### config.mk
export PLATFORM = sky130hd
export DESIGN_NAME = table_row_column_totals
export DESIGN_NICKNAME = d
export VERILOG_FILES = /design/src/rtl/trct_pkg.sv /design/src/rtl/trct_ram.sv /design/src/rtl/table_row_column_totals.sv
export SDC_FILE = /design/constraint.sdc
export NUM_CORES = 2
export LEC_CHECK = 0
export BUFFER_PORTS_ARGS = -buffer_cell sky130_fd_sc_hd__buf_2
export CAP_MARGIN = 5
export CORE_MARGIN = 5
export CORE_UTILIZATION = 63
export DETAILED_ROUTE_END_ITERATION = 10
export GPL_TIMING_DRIVEN = 0
export PLACE_DENSITY = 0.77
export SLEW_MARGIN = 20
export SYNTH_ARGS = -nofsm -noshare
export SYNTH_HDL_FRONTEND = slang
export SYNTH_HIERARCHICAL = 1
export SYNTH_SLANG_ARGS = --single-unit
### constraint.sdc
create_clock -name aclk -period 6.3 [get_ports aclk]
set_input_delay 0.63 -clock aclk [delete_from_list [all_inputs] [get_ports aclk]]
set_output_delay 0.63 -clock aclk [all_outputs]
set_load 0.005 [all_outputs]
### src/rtl/trct_pkg.sv
// Shared types and constants for the table row and column totals block.
`default_nettype none

package trct_pkg;

    // Field widths
    localparam int ELEM_W     = 32;
    localparam int SUM_W      = 48;
    localparam int IDX_W      = 6;
    localparam int KIND_W     = 2;
    localparam int ROWS_W     = 7;
    localparam int COLS_W     = 6;
    localparam int CFG_DATA_W = 32;
    localparam int CFG_ADDR_W = 3;
    localparam int S_TDATA_W  = 32;
    localparam int M_TDATA_W  = 56;

    // Result kinds
    localparam logic [KIND_W-1:0] KIND_ROW   = 2'd0;
    localparam logic [KIND_W-1:0] KIND_COL   = 2'd1;
    localparam logic [KIND_W-1:0] KIND_GRAND = 2'd2;

    // Register indexes (paddr[2])
    localparam logic REG_ROWS = 1'b0;
    localparam logic REG_COLS = 1'b1;

    // Register reset values
    localparam logic [ROWS_W-1:0] RESET_ROWS = 7'd5;
    localparam logic [COLS_W-1:0] RESET_COLS = 6'd6;

    // One result beat
    typedef struct packed {
        logic [KIND_W-1:0] kind;
        logic [IDX_W-1:0]  idx;
        logic [SUM_W-1:0]  value;
        logic              last;
    } result_t;

endpackage

`default_nettype wire

### src/rtl/trct_ram.sv
// Generic single-write, single-read RAM with registered read data.
`default_nettype none

module trct_ram #(
    parameter int WIDTH = 48,
    parameter int DEPTH = 32
) (
    input  wire                                   aclk,
    input  wire                                   wr_en,
    input  wire  [((DEPTH > 1) ? $clog2(DEPTH) : 1)-1:0] wr_addr,
    input  wire  [WIDTH-1:0]                      wr_data,
    input  wire                                   rd_en,
    input  wire  [((DEPTH > 1) ? $clog2(DEPTH) : 1)-1:0] rd_addr,
    output logic [WIDTH-1:0]                      rd_data
);

    logic [WIDTH-1:0] mem [DEPTH];

    // Write port
    always_ff @(posedge aclk) begin
        if (wr_en) begin
            mem[wr_addr] <= wr_data;
        end
    end

    // Registered read, holds while rd_en is low
    always_ff @(posedge aclk) begin
        if (rd_en) begin
            rd_data <= mem[rd_addr];
        end
    end

endmodule

`default_nettype wire

### src/rtl/table_row_column_totals.sv
// Top level: row, column and grand totals of a table streamed in row-major order.
//
//  channel   dir  beat holds
//  -------   ---  ------------------------------------------------------------
//  s_        in   one table element (s_tdata, signed 32 bit)
//  m_        out  one total: tuser kind, tdata index and 48-bit sum, tlast
//  apb       in   rows_in_use at 0x0, cols_in_use at 0x4
//
// Elements are taken one per cycle while the sequencer runs and the output
// register is free; an element that ends a row puts the row total into that
// register as it is accepted. Column sums live in a RAM with registered read,
// updated in the cycle after the element (read, add, write back, forwarding on
// back-to-back hits). At the end of a table input stalls: a settle state for
// the last column write, a read and an output state per column, and a grand
// total state; longer while m_tready is low. Reset is synchronous; per-column
// valid bits stand in for a cleared RAM, so no clearing pass is needed.
`default_nettype none

module table_row_column_totals import trct_pkg::*; #(
    parameter int MAX_ROWS = 64,
    parameter int MAX_COLS = 32
) (
    input  wire                     aclk,
    input  wire                     aresetn,
    // element input
    input  wire                     s_tvalid,
    output logic                    s_tready,
    input  wire  [S_TDATA_W-1:0]    s_tdata,   // [31:0] element_value
    // totals output
    output logic                    m_tvalid,
    input  wire                     m_tready,
    output logic [M_TDATA_W-1:0]    m_tdata,   // [5:0] sum_index, [53:6] sum_value, [55:54] 0
    output logic [KIND_W-1:0]       m_tuser,   // [1:0] sum_kind
    output logic                    m_tlast,   // last_of_run
    // configuration
    input  wire                     psel,
    input  wire                     penable,
    input  wire                     pwrite,
    input  wire  [CFG_ADDR_W-1:0]   paddr,
    input  wire  [CFG_DATA_W-1:0]   pwdata,
    output logic [CFG_DATA_W-1:0]   prdata,
    output logic                    pready
);

    localparam int RP_W   = (MAX_ROWS > 1) ? $clog2(MAX_ROWS) : 1;
    localparam int RCNT_W = $clog2(MAX_ROWS + 1);
    localparam int RCMP_W = (RCNT_W > ROWS_W) ? RCNT_W : ROWS_W;
    localparam int CP_W   = (MAX_COLS > 1) ? $clog2(MAX_COLS) : 1;
    localparam int CCNT_W = $clog2(MAX_COLS + 1);
    localparam int CCMP_W = (CCNT_W > COLS_W) ? CCNT_W : COLS_W;

    // Sequencer states
    localparam logic [2:0] ST_RUN    = 3'd0;
    localparam logic [2:0] ST_SETTLE = 3'd1;
    localparam logic [2:0] ST_DRD    = 3'd2;
    localparam logic [2:0] ST_DWAIT  = 3'd3;
    localparam logic [2:0] ST_GRAND  = 3'd4;

    logic [2:0]          state_reg, state_next;
    logic [ROWS_W-1:0]   rows_reg;
    logic [COLS_W-1:0]   cols_reg;
    logic [RCNT_W-1:0]   rows_eff;
    logic [CCNT_W-1:0]   cols_eff;

    logic [SUM_W-1:0]    row_acc_reg, row_acc_next;
    logic [SUM_W-1:0]    grand_reg, grand_next;
    logic [RP_W-1:0]     row_pos_reg, row_pos_next;
    logic [CP_W-1:0]     col_pos_reg, col_pos_next;
    logic [CP_W-1:0]     drain_col_reg, drain_col_next;
    logic [MAX_COLS-1:0] col_valid_reg, col_valid_next;

    // update stage behind the RAM read
    logic                p1_valid_reg;
    logic [CP_W-1:0]     p1_col_reg;
    logic [SUM_W-1:0]    p1_value_reg;
    logic                p1_fwd_reg, p1_fwd_next;
    logic [SUM_W-1:0]    p1_fwd_data_reg;
    logic                rd_vld_reg;

    logic                out_valid_reg, out_valid_next;
    result_t             out_reg, out_next;

    logic                accept;
    logic                slot_free;
    logic [SUM_W-1:0]    elem_ext;
    logic [SUM_W-1:0]    row_sum;
    logic                row_end;
    logic                table_end;
    logic                rd_en;
    logic [CP_W-1:0]     rd_addr;
    logic [SUM_W-1:0]    rd_data;
    logic [SUM_W-1:0]    p1_base;
    logic [SUM_W-1:0]    p1_sum;
    logic [SUM_W-1:0]    drain_value;
    logic                cfg_write;

    // Configuration port
    assign pready    = 1'b1;
    assign cfg_write = psel & penable & pwrite & pready;

    always_ff @(posedge aclk) begin
        if (!aresetn) begin
            rows_reg <= RESET_ROWS;
            cols_reg <= RESET_COLS;
        end else if (cfg_write) begin
            case (paddr[2])
                REG_ROWS: rows_reg <= pwdata[ROWS_W-1:0];
                REG_COLS: cols_reg <= pwdata[COLS_W-1:0];
                default:  rows_reg <= rows_reg;
            endcase
        end
    end

    always_comb begin
        case (paddr[2])
            REG_ROWS: prdata = CFG_DATA_W'(rows_reg);
            REG_COLS: prdata = CFG_DATA_W'(cols_reg);
            default:  prdata = '0;
        endcase
    end

    // Table size: zero counts as one, too large saturates
    always_comb begin
        if (rows_reg == '0) begin
            rows_eff = RCNT_W'(1);
        end else if (RCMP_W'(rows_reg) > RCMP_W'(MAX_ROWS)) begin
            rows_eff = RCNT_W'(MAX_ROWS);
        end else begin
            rows_eff = RCNT_W'(rows_reg);
        end
        if (cols_reg == '0) begin
            cols_eff = CCNT_W'(1);
        end else if (CCMP_W'(cols_reg) > CCMP_W'(MAX_COLS)) begin
            cols_eff = CCNT_W'(MAX_COLS);
        end else begin
            cols_eff = CCNT_W'(cols_reg);
        end
    end

    // Input side
    assign slot_free = !out_valid_reg || m_tready;
    assign s_tready  = (state_reg == ST_RUN) && slot_free;
    assign accept    = s_tvalid && s_tready;
    assign elem_ext  = {{(SUM_W - ELEM_W){s_tdata[ELEM_W-1]}}, s_tdata[ELEM_W-1:0]};
    assign row_sum   = row_acc_reg + elem_ext;
    assign row_end   = !((CCNT_W'(col_pos_reg) + CCNT_W'(1)) < cols_eff);
    assign table_end = (RCNT_W'(row_pos_reg) + RCNT_W'(1)) >= rows_eff;

    // Column sum RAM
    assign rd_en   = accept || (state_reg == ST_DRD);
    assign rd_addr = (state_reg == ST_DRD) ? drain_col_reg : col_pos_reg;

    trct_ram #(
        .WIDTH (SUM_W),
        .DEPTH (MAX_COLS)
    ) u_col_ram (
        .aclk    (aclk),
        .wr_en   (p1_valid_reg),
        .wr_addr (p1_col_reg),
        .wr_data (p1_sum),
        .rd_en   (rd_en),
        .rd_addr (rd_addr),
        .rd_data (rd_data)
    );

    // Read-modify-write: forwarded sum beats the RAM on a same-column hit
    always_comb begin
        if (p1_fwd_reg) begin
            p1_base = p1_fwd_data_reg;
        end else if (rd_vld_reg) begin
            p1_base = rd_data;
        end else begin
            p1_base = '0;
        end
    end
    assign p1_sum      = p1_base + p1_value_reg;
    assign p1_fwd_next = p1_valid_reg && (p1_col_reg == col_pos_reg);
    assign drain_value = rd_vld_reg ? rd_data : '0;

    // Sequencer and accumulators
    always_comb begin
        state_next     = state_reg;
        row_acc_next   = row_acc_reg;
        grand_next     = grand_reg;
        row_pos_next   = row_pos_reg;
        col_pos_next   = col_pos_reg;
        drain_col_next = drain_col_reg;
        col_valid_next = col_valid_reg;
        out_next       = out_reg;
        out_valid_next = out_valid_reg && !m_tready;

        if (p1_valid_reg) begin
            col_valid_next[p1_col_reg] = 1'b1;
        end

        case (state_reg)
            ST_RUN: begin
                if (accept) begin
                    grand_next = grand_reg + elem_ext;
                    if (row_end) begin
                        out_next.kind  = KIND_ROW;
                        out_next.idx   = IDX_W'(row_pos_reg);
                        out_next.value = row_sum;
                        out_next.last  = !table_end;
                        out_valid_next = 1'b1;
                        row_acc_next   = '0;
                        col_pos_next   = '0;
                        if (table_end) begin
                            row_pos_next = '0;
                            state_next   = ST_SETTLE;
                        end else begin
                            row_pos_next = row_pos_reg + RP_W'(1);
                        end
                    end else begin
                        row_acc_next = row_sum;
                        col_pos_next = col_pos_reg + CP_W'(1);
                    end
                end
            end
            ST_SETTLE: begin
                // last column write lands this cycle
                state_next = ST_DRD;
            end
            ST_DRD: begin
                state_next = ST_DWAIT;
            end
            ST_DWAIT: begin
                if (slot_free) begin
                    out_next.kind  = KIND_COL;
                    out_next.idx   = IDX_W'(drain_col_reg);
                    out_next.value = drain_value;
                    out_next.last  = 1'b0;
                    out_valid_next = 1'b1;
                    col_valid_next[drain_col_reg] = 1'b0;
                    if ((CCNT_W'(drain_col_reg) + CCNT_W'(1)) >= cols_eff) begin
                        drain_col_next = '0;
                        state_next     = ST_GRAND;
                    end else begin
                        drain_col_next = drain_col_reg + CP_W'(1);
                        state_next     = ST_DRD;
                    end
                end
            end
            ST_GRAND: begin
                if (slot_free) begin
                    out_next.kind  = KIND_GRAND;
                    out_next.idx   = '0;
                    out_next.value = grand_reg;
                    out_next.last  = 1'b1;
                    out_valid_next = 1'b1;
                    grand_next     = '0;
                    // columns past a shrunken width are dropped as well
                    col_valid_next = '0;
                    state_next     = ST_RUN;
                end
            end
            default: begin
                state_next = ST_RUN;
            end
        endcase
    end

    // Control registers
    always_ff @(posedge aclk) begin
        if (!aresetn) begin
            state_reg     <= ST_RUN;
            row_acc_reg   <= '0;
            grand_reg     <= '0;
            row_pos_reg   <= '0;
            col_pos_reg   <= '0;
            drain_col_reg <= '0;
            col_valid_reg <= '0;
            p1_valid_reg  <= 1'b0;
            p1_fwd_reg    <= 1'b0;
            out_valid_reg <= 1'b0;
        end else begin
            state_reg     <= state_next;
            row_acc_reg   <= row_acc_next;
            grand_reg     <= grand_next;
            row_pos_reg   <= row_pos_next;
            col_pos_reg   <= col_pos_next;
            drain_col_reg <= drain_col_next;
            col_valid_reg <= col_valid_next;
            p1_valid_reg  <= accept;
            p1_fwd_reg    <= accept && p1_fwd_next;
            out_valid_reg <= out_valid_next;
        end
    end

    // Payload registers
    always_ff @(posedge aclk) begin
        out_reg <= out_next;
        if (accept) begin
            p1_col_reg      <= col_pos_reg;
            p1_value_reg    <= elem_ext;
            p1_fwd_data_reg <= p1_sum;
        end
        if (rd_en) begin
            rd_vld_reg <= col_valid_reg[rd_addr];
        end
    end

    // Output beat
    assign m_tvalid = out_valid_reg;
    assign m_tdata  = {{(M_TDATA_W - IDX_W - SUM_W){1'b0}}, out_reg.value, out_reg.idx};
    assign m_tuser  = out_reg.kind;
    assign m_tlast  = out_reg.last;

    // Checks
    a_p1_only_in_run: assert property (@(posedge aclk) disable iff (!aresetn)
        p1_valid_reg |-> (state_reg == ST_RUN || state_reg == ST_SETTLE))
        else $error("column update in flight during drain");

    a_drain_after_settle: assert property (@(posedge aclk) disable iff (!aresetn)
        (state_reg == ST_DRD) |-> !p1_valid_reg && !accept)
        else $error("drain read overlaps element traffic");

    a_grand_is_last: assert property (@(posedge aclk) disable iff (!aresetn)
        (m_tvalid && m_tuser == KIND_GRAND) |-> m_tlast)
        else $error("grand total beat without tlast");

    a_col_not_last: assert property (@(posedge aclk) disable iff (!aresetn)
        (m_tvalid && m_tuser == KIND_COL) |-> !m_tlast)
        else $error("column total beat with tlast");

endmodule

`default_nettype wire

==> run_results.csv <==
group,metric,value,unit
timing,hold_viol_final,0,
floorplanning,ios,168,
drt,drc,0,
timing,fmax,165,MHz
global_routing,grt_max_degree,50,
power_and_ir_drop,p_per_area,316,nW/um^2
clocking,clk_latency,0.82,ns
outcome,status,"completed",
setup_path,cp_cell_sequence,"clkbuf_2 > clkbuf_2 > nand2_1 > o21ai_1 > inv_1 > fa_1 > nor2b_1 > o31ai_1 > a21oi_1 > a31oi_1 > o211a_1 > o31a_1 > a31oi_2 > a211oi_1 > o31ai_2 > xor2_4 > buf_16",
placed_design,place_congestion,0.932,
power_and_ir_drop,vdd_drop_max,0.307,mV
setup_path,crit_type,"flip-flop to flip-flop",
clocking,cts_buffers,186,
floorplanning,core_area,129000,sq um
timing,period_share,96.0,%
floorplanning,die_y,371,um
setup_path,slowest_delay,0.59,ns
timing,slew_headroom,21.9,%
clocking,clk_pin_slew,0.06,ns
clocking,cts-root-buf,"clkbuf_16",
setup_path,slowest_stage,"edfxtp_1",
clocking,htreeDepth,4,
min_path,hold_path_class,"primary input to flip-flop",
timing,slew_viol_final,0,
cells_and_area,max_flop_register,"u_col_ram/mem",
drt,via_per_inst,6.48,
clocking,cts_tree,"yes",
power_and_ir_drop,power,29.7,mW
drt,wl_met1,85.5,mm
timing,clock-skew-final,0.0450,ns
timing,worstMarginPinSlew,1.17,ns
drt,wl_met3,20.6,mm
global_routing,grt_use_total,32.6,%
logic_synthesis,synthFlopType,"edfxtp_1",
setup_path,worst-path-max-fanout,34,
drt,wl_met2,110,mm
drt,dr.pass1.iters,6,
placed_design,port_buffers,110,
logic_synthesis,synth_area,82100,sq um
logic_synthesis,yosys_warnings,6,
drt,finalWirelength,227,mm
logic_synthesis,seq_area_frac_synth,67.1,%
logic_synthesis,ys_ff_latch,1890,
setup_path,critPathArrivalTime,6.59,ns
global_routing,grt_pass1_vias,51900,
setup_path,cp_common_cell,"clkbuf_2",
floorplanning,rows,132,
cells_and_area,stdcell_area,94000,sq um
logic_synthesis,synth_async_sr_flop_share,0,%
timing,rsz0062_at_grt,"no",
placed_design,dpl_cell_area,88100,sq um
drt,drtIter0Drc,6089,
logic_synthesis,avgSynthCellArea,14.2,sq um
setup_path,worstPathRequired,6.84,ns
cells_and_area,largest_reg_flops,1536,
job,maxCapViolCount,0,
clocking,postCtsSetupRepairBufs,0,
clocking,cts_hold_buf,0,
placed_design,dp_hpwl,161,mm
logic_synthesis,synth-edff-count,1727,
setup_path,cp-start-kind,"flip-flop",
setup_path,critPathCaptureType,"flip-flop",
cells_and_area,synthToLayoutAreaGrowth,14.5,%
power_and_ir_drop,p_leak,32.6,nW
floorplanning,start_util,63.4,%
cells_and_area,final_common_cell,"edfxtp_1",
floorplanning,die-area,138000,sq um
timing,period_needed,6.05,ns
clocking,cts.path.max_buffers,3,
setup_path,cp_top_family,"compound AO/OA/AOI/OAI gates",
clocking,cts.sinks,1890,
cells_and_area,final_cell_mix,"1727 x edfxtp_1, 794 x mux2i_1, 446 x nand2_1",
drt,ant_nets,0,
floorplanning,die_x,371,um
global_routing,grt_overflow,0,
drt,vias,52700,
global_routing,grt_pass1_wl,330,mm
drt,wl_per_cell,27.9,um
cells_and_area,final_nets,6468,
logic_synthesis,syn_inst,5773,
timing,setup_viol,0,
logic_synthesis,ys_types,89,
setup_path,cp_num_buf_inv,4,
cells_and_area,drive_gt1_share,12.6,%
drt,top_layer_used,"met4",
setup_path,rrSetupSlack,0.25,ns
global_routing,antenna_found_initial,7,
==> worst paths after layout <==
kind                       start  cells after the start                   end
setup / recovery      rd_vld_reg                     17  u_col_ram/mem[1][42]
hold / removal         pwdata[1]                      3           cols_reg[1]
setup reg to reg      rd_vld_reg                     17  u_col_ram/mem[1][42]
hold reg to reg   col_pos_reg[3]                      0         p1_col_reg[3]
==> power breakdown <==
part,switching [mW],total [mW],internal [mW]
sequential,0.155,14.7,14.6
clock,4.66,10.7,6.00
combinational,2.77,4.28,1.50
total,7.59,29.7,22.1
==> stage by stage <==
stage	hold slack, ns	TNS [ns]	setup slack, ns	utilization (%)	instances
2_1_floorplan	0.406	0	1.11	-	5799
3_3_place_gp	0.414	-998.16	-1.87	65.6	7651
3_5_place_dp	0.427	-97.45	-0.578	68.0	7779
4_1_cts	0.0212	0	0.00426	72.6	8118
5_1_grt	0.0383	0	0.0550	72.6	8119
6_report	0.0641	0	0.252	72.6	8126
==> final cells by class <==
cell class	count	area, sq um
Antenna cell	7	17.5
Buffer	345	1970
Clock buffer	236	5020
Clock inverter	103	837
Fill cell	8277	35500
Inverter	55	206
Multi-Input combinational cell	3510	25700
Sequential cell	1890	55100
Tap cell	1742	2180
Timing Repair Buffer	238	2970
==> cells in the mapped netlist (10+ instances only) <==
library cell	instances	area, sq um
nor2_1	247	927
a22oi_1	180	1350
dfxtp_1	163	3260
o221ai_1	16	140
o221a_2	16	180
nand4_1	40	250
o21ai_1	36	180
or3_1	10	62.6
buf_4	67	503
a211oi_1	27	203
xor2_1	55	482
nor3_1	70	350
nand2_1	446	1670
o21bai_1	26	195
buf_2	48	240
clkbuf_1	175	657
a221o_1	38	380
nor2b_1	24	150
mux2i_1	794	7950
ha_1	165	2060
and2_1	16	100
a21o_1	69	518
a21oi_1	341	1710
buf_6	44	495
xnor2_1	87	762
nand2b_1	18	113
nor4_1	11	68.8
a22o_1	112	981
inv_1	51	191
and3_1	19	119
o21ai_0	166	831
o211ai_1	13	97.6
a31oi_1	68	425
nand3_1	211	1060
o31ai_1	11	82.6
nand3b_1	17	128
edfxtp_1	1727	51900
o21a_1	13	97.6
==> metal layers <==
| metal | track usage (%) | up-vias |
|---|---|---|
| li1 | - | 23200 |
| met1 | 42.2 | 26100 |
| met2 | 54.7 | 2814 |
| met3 | 6.07 | 565 |
| met4 | 14.1 | 0 |
| met5 | 0 | - |
==> worst reg2reg max path, delay by kind of cell (launching register included) <==
family,cells,cell delay [ns]
buffers and inverters,4,1.09
and+or+nand+nor,2,0.47
AOI/OAI and AO/OA,9,3.01
xor gates and xnor gates,1,0.14
DFF,1,0.59
adders and majority gates,1,0.47
==> cells by family after synthesis <==
group | synth area share, %
other | 0.00915
XOR/XNOR | 1.52
flip-flops | 67.1
AND/OR/NAND/NOR | 6.43
adder cells (fa/ha/maj) | 2.59
AO/OA/AOI/OAI | 9.81
multiplexers | 9.86
buffers and inverters | 2.64
==> repair_timing <==
| item | CTS | global route |
|---|---|---|
| gates cloned | 0 | 1 |
| endpoints found under the setup margin | 428 | 168 |
| pin swaps | 0 | 1 |
| resized for setup | 3 | 6 |
Power figures use the tool's default switching activity.
